### src/rtl/indexed_max_heap_queue_assert.svh
// ----------------------------------------------------------------------------
// indexed max-heap queue assertion macros
// concurrent assertion helpers, empty when synthesized
// ----------------------------------------------------------------------------
`ifndef INDEXED_MAX_HEAP_QUEUE_ASSERT_SVH
`define INDEXED_MAX_HEAP_QUEUE_ASSERT_SVH
`ifndef SYNTHESIS
// property must hold at every clock edge out of reset
`define IMHQ_ASSERT(lbl, prop, msg) \
  lbl: assert property (@(posedge clk_i) disable iff (!rst_ni) (prop)) else $error(msg);
// expression must never be true out of reset
`define IMHQ_NEVER(lbl, expr, msg) \
  lbl: assert property (@(posedge clk_i) disable iff (!rst_ni) !(expr)) else $error(msg);
`else
`define IMHQ_ASSERT(lbl, prop, msg)
`define IMHQ_NEVER(lbl, expr, msg)
`endif
`endif

### src/rtl/imhq_pkg.sv
// ----------------------------------------------------------------------------
// imhq_pkg
// shared types and codes of the indexed max-heap queue
// ----------------------------------------------------------------------------
`default_nettype none
package imhq_pkg;

  localparam logic [1:0] FN_PUSH = 2'd0;
  localparam logic [1:0] FN_POP  = 2'd1;
  localparam logic [1:0] FN_INC  = 2'd2;

  typedef enum logic [2:0] {
    ST_OK     = 3'd0,
    ST_FULL   = 3'd1,
    ST_EMPTY  = 3'd2,
    ST_ABSENT = 3'd3,
    ST_DUP    = 3'd4
  } status_e;

  typedef struct packed {
    logic [1:0]  func;
    logic [7:0]  key;
    logic [31:0] amount;
  } imhq_req_t;

  typedef struct packed {
    logic [2:0]  status;
    logic [7:0]  front_key;
    logic [31:0] front_priority;
    logic [8:0]  entry_count;
    logic        is_empty;
  } imhq_rsp_t;

  // controller to datapath
  typedef struct packed {
    logic clr;
    logic capture;
    logic decide;
    logic inc_item;
    logic up_read;
    logic up_step;
    logic place;
    logic pop_last;
    logic dn_read;
    logic dn_step;
    logic result_load;
  } imhq_cmd_t;

  // datapath to controller
  typedef struct packed {
    logic is_push;
    logic is_pop;
    logic is_inc;
    logic push_go;
    logic pop_go;
    logic pop_more;
    logic inc_go;
    logic up_at_root;
    logic up_next_root;
    logic up_swap;
    logic dn_leaf;
    logic dn_swap;
    logic clear_done;
    logic out_free;
  } imhq_stat_t;

endpackage
`default_nettype wire

### src/rtl/imhq_ctrl.sv
// ----------------------------------------------------------------------------
// imhq_ctrl
// sequencer for clearing, decode, sift-up, sift-down and result hand-off
// ----------------------------------------------------------------------------
`default_nettype none
`include "indexed_max_heap_queue_assert.svh"
module imhq_ctrl (
  input  wire                   clk_i,
  input  wire                   rst_ni,
  input  wire                   req_valid_i,
  output logic                  req_ready_o,
  input  imhq_pkg::imhq_stat_t  stat_i,
  output imhq_pkg::imhq_cmd_t   cmd_o
);
  import imhq_pkg::*;

  typedef enum logic [11:0] {
    S_CLEAR    = 12'b000000000001,
    S_IDLE     = 12'b000000000010,
    S_LOOK     = 12'b000000000100,
    S_INC      = 12'b000000001000,
    S_UP_RD    = 12'b000000010000,
    S_UP_CMP   = 12'b000000100000,
    S_PLACE    = 12'b000001000000,
    S_POP_LAST = 12'b000010000000,
    S_DN_RD    = 12'b000100000000,
    S_DN_CMP   = 12'b001000000000,
    S_ROOT     = 12'b010000000000,
    S_RES      = 12'b100000000000
  } state_e;

  state_e state_q, state_d;

  always_comb begin
    state_d     = state_q;
    cmd_o       = '0;
    req_ready_o = 1'b0;
    case (state_q)
      S_CLEAR: begin
        cmd_o.clr = 1'b1;
        if (stat_i.clear_done) state_d = S_IDLE;
      end
      S_IDLE: begin
        req_ready_o = 1'b1;
        if (req_valid_i) begin
          cmd_o.capture = 1'b1;
          state_d       = S_LOOK;
        end
      end
      S_LOOK: begin
        cmd_o.decide = 1'b1;
        state_d      = S_ROOT;
        if (stat_i.is_push && stat_i.push_go) begin
          state_d = S_UP_RD;
        end else if (stat_i.is_pop && stat_i.pop_go && stat_i.pop_more) begin
          state_d = S_POP_LAST;
        end else if (stat_i.is_inc && stat_i.inc_go) begin
          state_d = S_INC;
        end
      end
      S_INC: begin
        cmd_o.inc_item = 1'b1;
        state_d        = S_UP_RD;
      end
      S_UP_RD: begin
        if (stat_i.up_at_root) begin
          state_d = S_PLACE;
        end else begin
          cmd_o.up_read = 1'b1;
          state_d       = S_UP_CMP;
        end
      end
      S_UP_CMP: begin
        if (stat_i.up_swap) begin
          cmd_o.up_step = 1'b1;
          if (stat_i.up_next_root) state_d = S_PLACE;
        end else begin
          state_d = S_PLACE;
        end
      end
      S_PLACE: begin
        cmd_o.place = 1'b1;
        state_d     = S_ROOT;
      end
      S_POP_LAST: begin
        cmd_o.pop_last = 1'b1;
        state_d        = S_DN_RD;
      end
      S_DN_RD: begin
        if (stat_i.dn_leaf) begin
          state_d = S_PLACE;
        end else begin
          cmd_o.dn_read = 1'b1;
          state_d       = S_DN_CMP;
        end
      end
      S_DN_CMP: begin
        if (stat_i.dn_swap) begin
          cmd_o.dn_step = 1'b1;
          state_d       = S_DN_RD;
        end else begin
          state_d = S_PLACE;
        end
      end
      S_ROOT: begin
        state_d = S_RES;
      end
      S_RES: begin
        if (stat_i.out_free) begin
          cmd_o.result_load = 1'b1;
          state_d           = S_IDLE;
        end
      end
      default: begin
        state_d = S_CLEAR;
      end
    endcase
  end

  always_ff @(posedge clk_i or negedge rst_ni) begin
    if (!rst_ni) begin
      state_q <= S_CLEAR;
    end else begin
      state_q <= state_d;
    end
  end

  `IMHQ_ASSERT(a_accept_to_look, (req_valid_i && req_ready_o) |=> (state_q == S_LOOK), "accepted request did not go to decode")
  `IMHQ_NEVER(a_load_when_busy, cmd_o.result_load && !stat_i.out_free, "result loaded over a waiting result")
  `IMHQ_ASSERT(a_sift_stop_places, (cmd_o.place) |=> (state_q == S_ROOT), "placement not followed by root read")

endmodule
`default_nettype wire

### config.mk
export PLATFORM = sky130hd
export DESIGN_NAME = imhq_ctrl
export DESIGN_NICKNAME = d
export VERILOG_FILES = /design/src/rtl/imhq_pkg.sv /design/src/rtl/imhq_ctrl.sv
export VERILOG_INCLUDE_DIRS = /design/src /design/src/rtl
export SDC_FILE = /design/constraint.sdc
export NUM_CORES = 1
export LEC_CHECK = 0
export ABC_CLOCK_PERIOD_IN_PS = 3000
export BUFFER_PORTS_ARGS = -buffer_cell sky130_fd_sc_hd__buf_2
export CORE_MARGIN = 3
export CORE_UTILIZATION = 48
export DETAILED_ROUTE_END_ITERATION = 7
export GPL_TIMING_DRIVEN = 0
export MAX_ROUTING_LAYER = met4
export PLACE_DENSITY = 0.77
export SLEW_MARGIN = 25
export SYNTH_ARGS = -nofsm -noshare
export SYNTH_HDL_FRONTEND = slang
export SYNTH_SLANG_ARGS = --single-unit
### constraint.sdc
create_clock -name clk_i -period 3 [get_ports clk_i]
set_clock_uncertainty 0.2 [all_clocks]
set_input_delay 0.6 -clock clk_i [delete_from_list [all_inputs] [get_ports clk_i]]
set_output_delay 0.6 -clock clk_i [all_outputs]
set_load 0.01 [all_outputs]
==> results by stage <==
Timing:
- Setup violations remaining at the end of the flow were counted as 3.
- The transition time at the pin with the least slew margin is 444 ps.
- The clock period minus worst slack is 3050 ps.
- The final worst-path setup slack is -52.9 ps.
- The worst slew margin relative to its limit is 0.696.
- The number of hold-slack violations in the final timing report is 0.
- Setup repair after global routing could not meet its margin everywhere.
- The final count of pins violating max slew came to 0.
- Hold is met by 299 ps.
- In the finished design, the share of the clock period the worst path needs comes to 1.02.
- The highest achievable clock rate is 328 MHz.

Hold path:
- The origin of the worst min-delay path is stat_i[3].
- Counting instances, the worst hold path has a depth of 2.
- The end of the worst hold path is state_q[9].
- The class of the worst hold path is input port to flip-flop.

Synth:
- The flop and latch count out of synthesis is 12.
- The count of different cell masters after synthesis is 34.
- The net count after synthesis is 107.
- The area share of the largest cell type after synthesis is 0.336.
- In this run the mean area of a mapped cell was 9.11 µm².
- Yosys printed 0 warnings.
- The biggest area consumer among synthesized cells is sky130_fd_sc_hd__dfrtp_1.
- Counting every instance in the synthesized netlist gives 90.
- Summing every instance area after synthesis gives 820 µm².
- Yosys attributes the largest share of cell area to sky130_fd_sc_hd__dfrtp_1, sky130_fd_sc_hd__nand2b_1, sky130_fd_sc_hd__or4_4.
- For this run, the register share of the synthesized area comes to 0.368.

Setup path:
- The sum of buffers and inverters on the critical path is 1.
- The most used cell along the critical path is sky130_fd_sc_hd__or4_4.
- The slowest cell on the critical path is sky130_fd_sc_hd__or4_4.
- The family with the most delay on the worst path is simple AND/OR/NAND/NOR gates.
- The count of cells along the worst register-to-register path is 5.
- The highest cell delay on the worst timing path is 570 ps.
- The data arrival time of the worst path is 2250 ps.
- The required time reported for the critical path endpoint is 2200 ps.
- The endpoint of the worst-slack reg-to-reg timing path is state_q[1].
- The logic depth of the worst setup path including buffers is 5.
- Along the worst path, the maximum fanout reaches 4.
- The sort of element at the end of the critical path is a primary output.
- In this run the critical register-to-register path is launched from state_q[4].
- STA classifies the critical path startpoint as a flip-flop.
- The setup check on the worst reg-to-reg path leaves a slack of 420 ps.
- Traced cell by cell, the critical path runs through or4_4 -> or4_4 -> nor3b_4 -> and2_1 -> buf_2.
- The worst setup path is of the flip-flop to primary output kind.

Global routing:
- The via count of the first global-routing pass is 830.
- The first global-routing pass estimated 3580 µm of wire.
- In the global route stage, overall resource usage came out at 0.238.
- The overflow left after global routing is 0.
- The pin count of the biggest net entering global routing is 13.
- The number of antenna violations at the first check in global routing is 0.

Place:
- The cell count after placement is 134.
- Timing analysis after detailed placement gives a worst setup slack of 71.6 ps.
- In this run the cell area measured after placement is 980 µm².
- At the end of routability-driven placement, the weighted congestion stood at 0.784.
- The post-detailed-placement half-perimeter wirelength is 1510 µm.
- The count of input and output buffers is 28.

Cells and area:
- The largest registers in the layout are state_q x12.
- Summing all non-filler instances in the final layout gives an area of 1180 µm².
- The finished layout holds 152 standard cells, fillers aside.
- For this run, the post-layout net count is 154.
- The layout-stage area growth over the synthesis result is 44.4%.
- The commonest non-fill, non-tap cell in the layout is sky130_fd_sc_hd__buf_2.
- The library cells used most frequently in the layout, excluding fill and tap cells, are sky130_fd_sc_hd__buf_2, sky130_fd_sc_hd__buf_4, sky130_fd_sc_hd__nand2b_1.
- The register with the most flip-flops in the layout has 12 of them.
- state_q holds more flip-flops than any other register.
- The antenna diode count is 0.
- The share of layout cells above drive strength 1 is 0.500.

Status:
- The run finished, with violations left.
- The final reports fail on setup timing.

Clock tree:
- The clock-pin slew of the registers on the worst-case setup and hold paths is 80 ps.
- For the worst-skew pair, the clock arrives at the later sink with an insertion delay of 280 ps.
- The total number of H-tree levels is 1.
- The number of CTS-inserted buffers is 3.
- The buffer type at the clock tree root is sky130_fd_sc_hd__clkbuf_4.
- The clock passes through at most 2 buffers.
- Counting every sink on the clock net gives 12.
- The CTS tree is yes.

Job:
- The count of max-cap constraint violations is 0.

Power and ir drop:
- Summed over all cells, the static leakage comes to 0.556 nW.
- For this design the ratio of total power to cell area is 492 nW/µm².
- The worst-case IR drop observed on VDD is 0.472 mV.
- The total power after layout is 582 µW.

Route:
- The remaining antenna violation count is 0.
- The pre-antenna-repair detailed-routing pass consisted of 6 iterations.
- The routed via count is 921.
- After detailed routing, the total wire length is 2410 µm.
- The via density per instance is 6.06.
- After detailed routing, the average wire length per cell comes to 15.8 µm.
- The final routed DRC violation total is 0.
- The first routing iteration left 65 violations.

Die:
- The floorplan step set the die width to 47.3 µm.
- The die area is 2240 µm².
- The die is 47.3 µm tall.
- The count of pins on the block boundary is 29.
- For this configuration, the core starts out at a cell density of 0.526.
- The total area inside the core boundary comes to 1560 µm².
- The floorplan row count is 14.
final cells by class:
cell class / count / area [µm²]
clock buffer: 4 / 26.3
fill: 112 / 375
inverter: 5 / 18.8
multi-input combinational: 72 / 551
sequential: 12 / 307
tap: 16 / 20.0
timing repair buffer: 43 / 262
power by group:
| group | leakage (nW) | switching, mW | internal (mW) | total, mW |
|---|---|---|---|---|
| clock | 0.0150 | 0.0554 | 0.0516 | 0.107 |
| sequential | 0.157 | 0.0247 | 0.184 | 0.209 |
| combinational | 0.384 | 0.132 | 0.133 | 0.266 |
| total | 0.556 | 0.213 | 0.369 | 0.582 |
per-layer routing:
layer / GRT usage / vias to the layer above / share of wire / wire length, µm
met1: 0.263 / 428 / 0.41 / 997
met5: - / - / 0 / 0
met3: 0.0536 / 13 / 0.059 / 143
met2: 0.398 / 49 / 0.50 / 1200
li1: - / 431 / - / -
met4: 0.116 / 0 / 0.029 / 70
synthesized netlist by cell type, drive strengths merged:
cell type and count:
nor3b 4, or2b 1, buf 1, inv 5, xor2 1, or4 7
xnor2 2, dfrtp 11, nor2b 1, a21oi 5, o22ai 1, dfstp 1
o311ai 1, nand3 1, nand2b 8, a2111oi 2, nor4bb 1, nor3 1
nand2 3, or3 1, o21ai 1, nand4b 1, nor2 8, nand3b 3
o41ai 1, a311o 1, and2 2, nor4 7, or2 6, a211oi 1
and4bb 1
through the flow:
stage,TNS (ps),utilization
3_3_place_gp,0,0.628
2_1_floorplan,0,-
3_5_place_dp,0,0.628
6_report,-152,0.759
4_1_cts,-273,0.736
5_1_grt,-461,0.759
worst max-delay path by stage:
stage | slack [ps] | endpoint | from
5_1_grt | -120 | cmd_o[9] | state_q[8]
3_5_place_dp | 70 | cmd_o[9] | state_q[8]
2_1_floorplan | 150 | cmd_o[9] | state_q[8]
4_1_cts | -110 | cmd_o[9] | state_q[9]
6_report | -50 | cmd_o[9] | state_q[8]
3_3_place_gp | 110 | cmd_o[9] | state_q[8]
cell families after synthesis:
group,Yosys count,synth area share
AO/OA/AOI/OAI,13,0.108
AND/OR/NAND/NOR,56,0.463
flip-flops,12,0.368
buffers and inverters,6,0.0290
XOR/XNOR,3,0.0321
worst reg2reg max path, delay by kind of cell, from the launching register on:
family | cells | cell delay [ps]
compound gates | 1 | 350
buf+inv | 1 | 160
flops | 1 | 410
simple gates | 3 | 1350
repair_timing:
action                                  in CTS  in global routing
pin swaps                                    6                  4
hold endpoints to repair                     6                  0
resized for setup                           14                  3
hold buffers                                 1                  0
setup buffers                                9                  5
endpoints found under the setup margin       9                 10
Power figures use the tool's default switching activity.
